[src/sv/pva_pkg.sv]
`timescale 1ns / 1ps

package pva_pkg;

  localparam int LEVEL_W = 24;
  localparam int STAMP_W = 32;
  localparam int CFG_W   = 24;

  localparam logic [LEVEL_W-1:0] ONE_Q23 = 24'd8388608;

  // event kinds
  localparam logic [1:0] KIND_TICK     = 2'd0;
  localparam logic [1:0] KIND_NOTE_ON  = 2'd1;
  localparam logic [1:0] KIND_NOTE_OFF = 2'd2;
  localparam logic [1:0] KIND_ALL_OFF  = 2'd3;

  // configuration register indexes
  localparam logic [1:0] CFG_ATTACK  = 2'd0;
  localparam logic [1:0] CFG_DECAY   = 2'd1;
  localparam logic [1:0] CFG_SUSTAIN = 2'd2;
  localparam logic [1:0] CFG_RELEASE = 2'd3;

  localparam logic [CFG_W-1:0] ATTACK_RST  = 24'd34953;
  localparam logic [CFG_W-1:0] DECAY_RST   = 24'd1165;
  localparam logic [CFG_W-1:0] SUSTAIN_RST = 24'd5872026;
  localparam logic [CFG_W-1:0] RELEASE_RST = 24'd874;

  typedef enum logic [2:0] {
    ST_ATTACK  = 3'd0,
    ST_DECAY   = 3'd1,
    ST_SUSTAIN = 3'd2,
    ST_RELEASE = 3'd3,
    ST_IDLE    = 3'd4
  } stage_t;

  // envelope settings handed to the step unit
  typedef struct packed {
    logic [CFG_W-1:0] attack_step;
    logic [CFG_W-1:0] decay_step;
    logic [CFG_W-1:0] sustain_level;
    logic [CFG_W-1:0] release_step;
  } env_cfg_t;

  // one voice record as kept in the voice memory
  typedef struct packed {
    logic               valid;
    logic [6:0]         key;
    logic [3:0]         chan;
    logic [6:0]         vel;
    stage_t             stage;
    logic [LEVEL_W-1:0] level;
    logic [STAMP_W-1:0] stamp;
  } voice_t;

  localparam voice_t VOICE_RESET = '{
    valid: 1'b0, key: 7'd0, chan: 4'd0, vel: 7'd0,
    stage: ST_IDLE, level: 24'd0, stamp: 32'd0
  };

endpackage

[src/sv/pva_env_step.sv]
`timescale 1ns / 1ps

// one tick of the linear adsr envelope for a single voice
module pva_env_step (
  input  pva_pkg::env_cfg_t        cfg,
  input  pva_pkg::stage_t          stage_i,
  input  logic [pva_pkg::LEVEL_W-1:0] level_i,
  output pva_pkg::stage_t          stage_o,
  output logic [pva_pkg::LEVEL_W-1:0] level_o
);
  import pva_pkg::*;

  logic [LEVEL_W-1:0]        sus;
  logic [LEVEL_W:0]          att_sum;
  logic signed [LEVEL_W+1:0] dec_diff;
  logic signed [LEVEL_W+1:0] rel_diff;

  always_comb begin
    // sustain saturates at full scale
    sus      = (cfg.sustain_level > ONE_Q23) ? ONE_Q23 : cfg.sustain_level;
    att_sum  = {1'b0, level_i} + {1'b0, cfg.attack_step};
    dec_diff = $signed({2'b00, level_i}) - $signed({2'b00, cfg.decay_step});
    rel_diff = $signed({2'b00, level_i}) - $signed({2'b00, cfg.release_step});
    stage_o  = stage_i;
    level_o  = level_i;
    case (stage_i)
      ST_ATTACK: begin
        if (att_sum >= {1'b0, ONE_Q23}) begin
          level_o = ONE_Q23;
          stage_o = ST_DECAY;
        end else begin
          level_o = att_sum[LEVEL_W-1:0];
        end
      end
      ST_DECAY: begin
        if (dec_diff <= $signed({2'b00, sus})) begin
          level_o = sus;
          stage_o = ST_SUSTAIN;
        end else begin
          level_o = dec_diff[LEVEL_W-1:0];
        end
      end
      ST_SUSTAIN: begin
        level_o = sus;
      end
      ST_RELEASE: begin
        if (rel_diff <= $signed({(LEVEL_W+2){1'b0}})) begin
          level_o = '0;
          stage_o = ST_IDLE;
        end else begin
          level_o = rel_diff[LEVEL_W-1:0];
        end
      end
      default: begin
        level_o = level_i;
      end
    endcase
  end

endmodule

[src/sv/poly_voice_allocator_adsr.sv]
`timescale 1ns / 1ps

// channel   direction  transfer when          payload
// in_       input      in_valid & in_ready    kind, midi_channel, note_key, note_velocity
// out_      output     out_valid & out_ready  one voice snapshot entry, NUM_VOICES per event
// cfg_      input      cfg_we                 register index and 24-bit data
//
// an event runs a read-modify-write pass over the voice memory, a pick state,
// then one snapshot entry per cycle read from the same single-read-port memory.
// after reset a clearing pass over every voice runs before in_ready rises.
// an output stall holds the snapshot pass; the next event is taken while the
// final entry still waits in the output register.
module poly_voice_allocator_adsr #(
  parameter int NUM_VOICES = 8
) (
  input  logic                          clk,
  input  logic                          rst_n,
  // configuration
  input  logic                          cfg_we,
  input  logic [1:0]                    cfg_index,
  input  logic [pva_pkg::CFG_W-1:0]     cfg_wdata,
  // event input
  input  logic                          in_valid,
  output logic                          in_ready,
  input  logic [1:0]                    in_kind,
  input  logic [3:0]                    in_midi_channel,
  input  logic [6:0]                    in_note_key,
  input  logic [6:0]                    in_note_velocity,
  // snapshot output
  output logic                          out_valid,
  input  logic                          out_ready,
  output logic [3:0]                    out_voice_index,
  output logic                          out_voice_active,
  output logic [6:0]                    out_voice_key,
  output logic [3:0]                    out_voice_channel,
  output logic [6:0]                    out_voice_velocity,
  output logic [2:0]                    out_env_stage,
  output logic [pva_pkg::LEVEL_W-1:0]   out_env_level,
  output logic                          out_was_started,
  output logic                          out_last_voice
);
  import pva_pkg::*;

  localparam int IDX_W = $clog2(NUM_VOICES);

  typedef enum logic [2:0] {
    S_CLEAR,
    S_IDLE,
    S_MOD,
    S_PICK,
    S_EMIT
  } fsm_t;

  // configuration registers
  env_cfg_t cfg_r;

  always_ff @(posedge clk) begin
    if (!rst_n) begin
      cfg_r.attack_step   <= ATTACK_RST;
      cfg_r.decay_step    <= DECAY_RST;
      cfg_r.sustain_level <= SUSTAIN_RST;
      cfg_r.release_step  <= RELEASE_RST;
    end else if (cfg_we) begin
      case (cfg_index)
        CFG_ATTACK:  cfg_r.attack_step   <= cfg_wdata;
        CFG_DECAY:   cfg_r.decay_step    <= cfg_wdata;
        CFG_SUSTAIN: cfg_r.sustain_level <= cfg_wdata;
        CFG_RELEASE: cfg_r.release_step  <= cfg_wdata;
        default:     cfg_r.attack_step   <= cfg_r.attack_step;
      endcase
    end
  end

  // voice memory, one write and one registered read port
  voice_t             mem [NUM_VOICES];
  voice_t             rdata_r;
  voice_t             mem_wdata;
  logic               mem_we;
  logic               mem_re;
  logic [IDX_W-1:0]   mem_waddr;
  logic [IDX_W-1:0]   mem_raddr;

  always_ff @(posedge clk) begin
    if (mem_we) begin
      mem[mem_waddr] <= mem_wdata;
    end
    if (mem_re) begin
      rdata_r <= mem[mem_raddr];
    end
  end

  // envelope step on the entry just read
  stage_t             step_stage;
  logic [LEVEL_W-1:0] step_level;

  pva_env_step u_env_step (
    .cfg     (cfg_r),
    .stage_i (rdata_r.stage),
    .level_i (rdata_r.level),
    .stage_o (step_stage),
    .level_o (step_level)
  );

  // sequencer state
  fsm_t               state_r, state_nxt;
  logic [IDX_W-1:0]   idx_r, idx_nxt;
  logic [1:0]         kind_r, kind_nxt;
  logic [3:0]         chan_r, chan_nxt;
  logic [6:0]         key_r, key_nxt;
  logic [6:0]         vel_r, vel_nxt;
  logic               free_found_r, free_found_nxt;
  logic [IDX_W-1:0]   free_idx_r, free_idx_nxt;
  logic               rel_found_r, rel_found_nxt;
  logic [IDX_W-1:0]   rel_idx_r, rel_idx_nxt;
  logic [LEVEL_W-1:0] rel_level_r, rel_level_nxt;
  logic [IDX_W-1:0]   old_idx_r, old_idx_nxt;
  logic [STAMP_W-1:0] old_stamp_r, old_stamp_nxt;
  logic [IDX_W-1:0]   started_r, started_nxt;
  logic               start_en_r, start_en_nxt;
  logic [STAMP_W-1:0] note_counter_r, note_counter_nxt;
  logic               out_valid_r, out_valid_nxt;
  voice_t             out_rec_r, out_rec_nxt;
  logic [IDX_W-1:0]   out_idx_r, out_idx_nxt;
  logic               out_started_r, out_started_nxt;
  logic               out_last_r, out_last_nxt;

  voice_t             upd;
  voice_t             ent;
  logic               last_idx;
  logic               start_hit;
  logic               out_load;

  assign last_idx  = (idx_r == IDX_W'(NUM_VOICES - 1));
  assign start_hit = start_en_r && (idx_r == started_r);
  assign out_load  = (state_r == S_EMIT) && (!out_valid_r || out_ready);

  // modify pass: the event's update applied to one voice
  always_comb begin
    upd = rdata_r;
    case (kind_r)
      KIND_TICK: begin
        if (rdata_r.valid) begin
          upd.stage = step_stage;
          upd.level = step_level;
          if (step_stage == ST_IDLE) begin
            upd.valid = 1'b0;
          end
        end
      end
      KIND_NOTE_ON, KIND_NOTE_OFF: begin
        if (rdata_r.valid && rdata_r.stage != ST_RELEASE &&
            rdata_r.key == key_r && rdata_r.chan == chan_r) begin
          upd.stage = ST_RELEASE;
        end
      end
      default: begin
        upd.valid = 1'b0;
        upd.stage = ST_IDLE;
        upd.level = '0;
      end
    endcase
  end

  // snapshot pass: the started voice takes the new note, keeps its level
  always_comb begin
    ent = rdata_r;
    if (start_hit) begin
      ent.valid = 1'b1;
      ent.key   = key_r;
      ent.chan  = chan_r;
      ent.vel   = vel_r;
      ent.stamp = note_counter_r;
      ent.stage = ST_ATTACK;
    end
  end

  // next-state logic
  always_comb begin
    state_nxt        = state_r;
    idx_nxt          = idx_r;
    kind_nxt         = kind_r;
    chan_nxt         = chan_r;
    key_nxt          = key_r;
    vel_nxt          = vel_r;
    free_found_nxt   = free_found_r;
    free_idx_nxt     = free_idx_r;
    rel_found_nxt    = rel_found_r;
    rel_idx_nxt      = rel_idx_r;
    rel_level_nxt    = rel_level_r;
    old_idx_nxt      = old_idx_r;
    old_stamp_nxt    = old_stamp_r;
    started_nxt      = started_r;
    start_en_nxt     = start_en_r;
    note_counter_nxt = note_counter_r;
    out_valid_nxt    = out_valid_r && !out_ready;
    out_rec_nxt      = out_rec_r;
    out_idx_nxt      = out_idx_r;
    out_started_nxt  = out_started_r;
    out_last_nxt     = out_last_r;
    mem_we           = 1'b0;
    mem_re           = 1'b0;
    mem_waddr        = idx_r;
    mem_raddr        = idx_r + IDX_W'(1);
    mem_wdata        = upd;

    case (state_r)
      S_CLEAR: begin
        mem_we    = 1'b1;
        mem_wdata = VOICE_RESET;
        if (last_idx) begin
          state_nxt = S_IDLE;
          idx_nxt   = '0;
        end else begin
          idx_nxt = idx_r + IDX_W'(1);
        end
      end
      S_IDLE: begin
        if (in_valid) begin
          kind_nxt       = in_kind;
          chan_nxt       = in_midi_channel;
          key_nxt        = in_note_key;
          vel_nxt        = in_note_velocity;
          free_found_nxt = 1'b0;
          rel_found_nxt  = 1'b0;
          mem_re         = 1'b1;
          mem_raddr      = '0;
          idx_nxt        = '0;
          state_nxt      = S_MOD;
        end
      end
      S_MOD: begin
        mem_we = 1'b1;
        // voice choice candidates, taken from the updated records
        if (!upd.valid && !free_found_r) begin
          free_found_nxt = 1'b1;
          free_idx_nxt   = idx_r;
        end
        if (upd.stage == ST_RELEASE && (!rel_found_r || upd.level < rel_level_r)) begin
          rel_found_nxt = 1'b1;
          rel_idx_nxt   = idx_r;
          rel_level_nxt = upd.level;
        end
        if (idx_r == '0 || upd.stamp < old_stamp_r) begin
          old_idx_nxt   = idx_r;
          old_stamp_nxt = upd.stamp;
        end
        if (last_idx) begin
          state_nxt = S_PICK;
        end else begin
          mem_re  = 1'b1;
          idx_nxt = idx_r + IDX_W'(1);
        end
      end
      S_PICK: begin
        start_en_nxt = (kind_r == KIND_NOTE_ON);
        if (free_found_r) begin
          started_nxt = free_idx_r;
        end else if (rel_found_r) begin
          started_nxt = rel_idx_r;
        end else begin
          started_nxt = old_idx_r;
        end
        if (kind_r == KIND_NOTE_ON) begin
          note_counter_nxt = note_counter_r + STAMP_W'(1);
        end
        mem_re    = 1'b1;
        mem_raddr = '0;
        idx_nxt   = '0;
        state_nxt = S_EMIT;
      end
      S_EMIT: begin
        if (out_load) begin
          out_valid_nxt   = 1'b1;
          out_rec_nxt     = ent;
          out_idx_nxt     = idx_r;
          out_started_nxt = start_hit;
          out_last_nxt    = last_idx;
          if (start_hit) begin
            mem_we    = 1'b1;
            mem_wdata = ent;
          end
          if (last_idx) begin
            state_nxt = S_IDLE;
          end else begin
            mem_re  = 1'b1;
            idx_nxt = idx_r + IDX_W'(1);
          end
        end
      end
      default: begin
        state_nxt = S_IDLE;
      end
    endcase
  end

  // state and registered outputs
  always_ff @(posedge clk) begin
    kind_r        <= kind_nxt;
    chan_r        <= chan_nxt;
    key_r         <= key_nxt;
    vel_r         <= vel_nxt;
    free_idx_r    <= free_idx_nxt;
    rel_idx_r     <= rel_idx_nxt;
    rel_level_r   <= rel_level_nxt;
    old_idx_r     <= old_idx_nxt;
    old_stamp_r   <= old_stamp_nxt;
    started_r     <= started_nxt;
    out_rec_r     <= out_rec_nxt;
    out_idx_r     <= out_idx_nxt;
    out_started_r <= out_started_nxt;
    out_last_r    <= out_last_nxt;
    if (!rst_n) begin
      state_r        <= S_CLEAR;
      idx_r          <= '0;
      free_found_r   <= 1'b0;
      rel_found_r    <= 1'b0;
      start_en_r     <= 1'b0;
      note_counter_r <= '0;
      out_valid_r    <= 1'b0;
    end else begin
      state_r        <= state_nxt;
      idx_r          <= idx_nxt;
      free_found_r   <= free_found_nxt;
      rel_found_r    <= rel_found_nxt;
      start_en_r     <= start_en_nxt;
      note_counter_r <= note_counter_nxt;
      out_valid_r    <= out_valid_nxt;
    end
  end

  assign in_ready           = (state_r == S_IDLE);
  assign out_valid          = out_valid_r;
  assign out_voice_index    = 4'(out_idx_r);
  assign out_voice_active   = out_rec_r.valid;
  assign out_voice_key      = out_rec_r.key;
  assign out_voice_channel  = out_rec_r.chan;
  assign out_voice_velocity = out_rec_r.vel;
  assign out_env_stage      = out_rec_r.stage;
  assign out_env_level      = out_rec_r.level;
  assign out_was_started    = out_started_r;
  assign out_last_voice     = out_last_r;

  // read and write never meet on one entry, so no forwarding is needed
  a_no_rw_collision: assert property (@(posedge clk) disable iff (!rst_n)
    (mem_we && mem_re) |-> (mem_waddr != mem_raddr))
    else $error("voice memory read and write on the same entry");

  // levels written back never exceed full scale
  a_level_in_range: assert property (@(posedge clk) disable iff (!rst_n)
    mem_we |-> (mem_wdata.level <= ONE_Q23))
    else $error("envelope level above full scale");

  // a started flag only follows a note on
  a_start_on_note_on: assert property (@(posedge clk) disable iff (!rst_n)
    (out_load && start_hit) |-> (kind_r == KIND_NOTE_ON))
    else $error("voice started by an event that is not a note on");

  // the final snapshot entry returns the sequencer to idle
  a_last_to_idle: assert property (@(posedge clk) disable iff (!rst_n)
    (out_load && last_idx) |=> (state_r == S_IDLE && out_valid_r && out_last_r))
    else $error("final snapshot entry did not end the event");

  // no event is taken while a pass is running
  a_ready_only_idle: assert property (@(posedge clk) disable iff (!rst_n)
    (state_r == S_MOD || state_r == S_EMIT || state_r == S_CLEAR) |-> !in_ready)
    else $error("event input ready during a voice pass");

endmodule
[config.mk]
export PLATFORM = sky130hd
export DESIGN_NAME = poly_voice_allocator_adsr
export DESIGN_NICKNAME = d
export VERILOG_FILES = /design/src/sv/pva_pkg.sv /design/src/sv/pva_env_step.sv /design/src/sv/poly_voice_allocator_adsr.sv
export SDC_FILE = /design/constraint.sdc
export NUM_CORES = 2
export LEC_CHECK = 0
export BUFFER_PORTS_ARGS = -buffer_cell sky130_fd_sc_hd__buf_2
export CORE_MARGIN = 5
export CORE_UTILIZATION = 60
export CTS_CLUSTER_DIAMETER = 150
export CTS_CLUSTER_SIZE = 30
export DETAILED_ROUTE_END_ITERATION = 7
export PLACE_DENSITY = 0.77
export SLEW_MARGIN = 20
export SYNTH_ARGS = -nofsm -noshare
export SYNTH_HDL_FRONTEND = slang
export SYNTH_SLANG_ARGS = --single-unit
export TNS_END_PERCENT = 1
[constraint.sdc]
create_clock -name clk -period 12.89 [get_ports clk]
set_clock_uncertainty 0.1 [all_clocks]
set_input_delay 1.289 -clock clk [delete_from_list [all_inputs] [get_ports clk]]
set_output_delay 1.289 -clock clk [all_outputs]
set_load 0.01 [all_outputs]
==> flow_summary_export.csv <==
group,metric,value,unit
synth,synth_top_family_by_area,"compound AO/OA/AOI/OAI gates",
global_route,grt_pass1_wl,174000,microns
synth,ys_ff_latch,979,
placement,gp_congestion,1.02,
layout,fin_area,0.0479,sq mm
placement,dp.cells,4523,
worst_setup_path,worst_r2r_path_depth,33,
global_route,grt_antenna_before_repair,0,
layout,fin_cells,4592,
die,dieHeight,285,microns
synth,synth.area.mux_share,5.73,%
global_route,grt_pass1_vias,28800,
hold_path,hold_depth,2,
synth,synth_top_area_share,55.7,%
worst_setup_path,slowest_stage,"edfxtp_1",
global_route,overflow,0,
worst_setup_path,cp-end-kind,"register",
synth,synth_warnings,0,
synth,synth_edf_count,841,
placement,place_area,0.0468,sq mm
clocking,cts_inserted_buffers,38,
clocking,cts_sinks,979,
drt,drc_errors,0,
clocking,cts_setup_buffers,0,
synth,synthTopCellsByCount,"edfxtp_1 (841), nand2_1 (549), a21oi_1 (184)",
clocking,cts_root_buffer,"clkbuf_16",
timing,max_slew_margin,24.3,%
synth,ys_types,102,
worst_setup_path,worstSetupStartpointType,"register",
placement,io_buffers,103,
synth,syn_nets,3799,
clocking,cts_tree,"built",
layout,nets,3804,
hold_path,min_delay_worst_endpoint,"cfg_r[7]$_SDFFE_PN0P_",
timing,finalSetupViolCount,0,
layout,area_delta_synth_final,5.75,%
die,dieArea,0.0811,sq mm
global_route,grt_max_degree,98,
worst_setup_path,reg2reg_to,"rel_level_r[1]$_DFFE_PP_",
drt,via_count,29800,
power_and_ir_drop,peakVddDrop,0.132,mV
clocking,htree_levels,2,
clocking,clk_latency,0.64,ns
clocking,hold_buffers,0,
synth,synth.most_common_cell,"edfxtp_1",
timing,finalCritPeriodShare,64.9,%
worst_setup_path,r2r_start,"ent[33]$_DFFE_PP_",
synth,yosys.area_share.simple,11.4,%
hold_path,worstHoldPathType,"register to register",
timing,rsz0062_at_grt,"false",
die,start_util,60.7,%
synth,synth_compound_area_share,11.9,%
drt,drt_iter0_markers,2988,
synth,ys_async_sr_fraction,0,%
die,rows,100,
synth,yosys.area_share.xor_xnor,1.85,%
drt,routed_wl,114000,microns
die,core_area,0.0747,sq mm
synth,synth_area_leader_cell,"edfxtp_1",
timing,fin_setup_tns,0,ns
worst_setup_path,setup.worst_path.start,"ent[33]$_DFFE_PP_",
synth,synth_area_leaders,"edfxtp_1 (56%), dfxtp_1 (6.1%), nand2_1 (4.5%), ha_1 (4.3%), mux4_2 (3.9%)",
synth,netlist_area,0.0453,sq mm
synth,synth_fa_ha_area_share,4.44,%
clocking,path_clk_slew,0.12,ns
synth,ys.flop_type,"edfxtp_1",
layout,diodes,0,
drt,routed_via_density,6.49,
power_and_ir_drop,power_leakage,17.5,nW
die,design.portCount,105,
worst_setup_path,worst-endpoint-required,13.11,ns
drt,wire_per_inst,24.9,microns
hold_path,worstHoldStart,"cfg_r[7]$_SDFFE_PN0P_",
die,die_w,285,microns
timing,drv_slew,0,
worst_setup_path,worst_ep_arrival_time,8.59,ns
global_route,grt_use_total,27.5,%
drt,postRouteAntennaNets,0,
clocking,cts_resized,0,
synth,synth_cells,3589,
synth,avgSynthCellArea,12.6,sq um
timing,period_needed,8.36,ns
outcome,status,"finished, final reports clean",
layout,drive_gt1_share,9.61,%
timing,max_freq,0.120,GHz
worst_setup_path,cp_slowest_stage_delay,0.57,ns
drt,first_pass_iters,5,
power_and_ir_drop,power_density,119,mW/mm^2
synth,yosysSeqAreaShare,61.8,%
worst_setup_path,crit_fanout,22,
worst_setup_path,crit_type,"register to register",
timing,tightest_slew,1.14,ns
run,drv_cap,0,
placement,place.detailed.hpwl,74700,microns
clocking,clockBufferDepth,3,
power_and_ir_drop,p_total,5.71,mW
worst_setup_path,rrSetupSlack,4.53,ns
timing,hold_violations,0,
[metrics by stage]
stage | setup WS, ns | hold WS, ns | util (%)
after floorplan | 2.72 | 0.342 | -
after global placement | 4.69 | 0.353 | 62.7
after detailed placement | 4.62 | 0.360 | 62.7
after CTS | 4.57 | 0.376 | 64.2
after global routing | 4.15 | 0.399 | 64.2
final | 4.53 | 0.376 | 64.2
[where the power goes]
part	switching [mW]	leakage [nW]	internal [mW]	total, mW
Combinational	0.410	7.77	0.220	0.630
Sequential	0.0426	9.18	3.54	3.58
Clock	0.921	0.525	0.576	1.50
[cells in the final DEF (no fill, tap or decap), drive strengths merged, types with 17 or more instances in the layout]
cell type / Yosys / routed
buf: 37 / 155
a21boi: 78 / 78
a31oi: 18 / 18
xor2: 26 / 26
nor2: 102 / 102
dfxtp: 138 / 138
mux2i: 83 / 83
nand3: 65 / 65
nand4: 107 / 107
and3: 17 / 17
nand2: 549 / 549
o21ai: 97 / 97
a21oi: 187 / 187
edfxtp: 841 / 841
nor3: 111 / 111
a22o: 57 / 57
inv: 139 / 141
xnor2: 70 / 70
mux4: 78 / 78
a211o: 83 / 83
a211oi: 24 / 24
o21a: 20 / 20
a21o: 61 / 61
and2: 45 / 45
ha: 156 / 156
clkbuf: 150 / 65
o211ai: 28 / 28
nor2b: 24 / 24
[area by class of cell]
class                   count  area (sq um)
flip-flops and latches    979         28000
fillers                  5576         26800
multi-input cells        2281         16200
well taps                 969          1210
clock buffers              65          1050
repair buffers            155           908
inverters                 139           524
clock inverters             4          50.0
[worst max path at each step]
stage | end | cells past startpoint | slack (ns)
floorplan | mem[1][0]$_DFFE_PP_ | 5 | 2.72
CTS | rel_level_r[19]$_DFFE_PP_ | 32 | 4.57
global placement | rel_level_r[21]$_DFFE_PP_ | 29 | 4.69
detailed placement | rel_level_r[19]$_DFFE_PP_ | 32 | 4.62
finish | rel_level_r[1]$_DFFE_PP_ | 33 | 4.53
global route | rel_level_r[19]$_DFFE_PP_ | 32 | 4.15
[flip-flops by register name, summed over array words and instances (netlist names), 4 cells and up]
signal and flops:
chan_r 4, old_stamp_r 32, out_env_level 24, ent 24, out_voice_velocity 7, mem 624, key_r 7, note_counter_r 32
out_voice_channel 4, cfg_r 96, vel_r 7, out_voice_key 7, rel_level_r 24, rdata_r 54
[routing by layer]
layer	global-route usage [%]	vias up	wire, microns
li1	-	13500	-
met4	7.64	0	3280
met2	46.3	1256	56000
met1	38.6	14800	46900
met3	3.05	181	7950
met5	0	-	0
[critical path, delay by kind of cell (launching register included)]
kind | cells | cell delay (ns)
compound gates | 19 | 3.90
simple gates | 8 | 2.00
fa+ha+maj | 3 | 0.85
flops | 1 | 0.57
buf+inv | 2 | 0.37
xor+xnor | 1 | 0.24
[cells by family (layout without fill, tap and decap cells)]
kind of cell	Yosys count	after routing
and+or+nand+nor	1102	1102
other	1	1
muxes	162	162
buffers and inverters	329	363
DFF	979	979
adders and majority gates	159	159
AOI/OAI and AO/OA	761	761
xor gates and xnor gates	96	96
(Power assumes the default switching activity.)
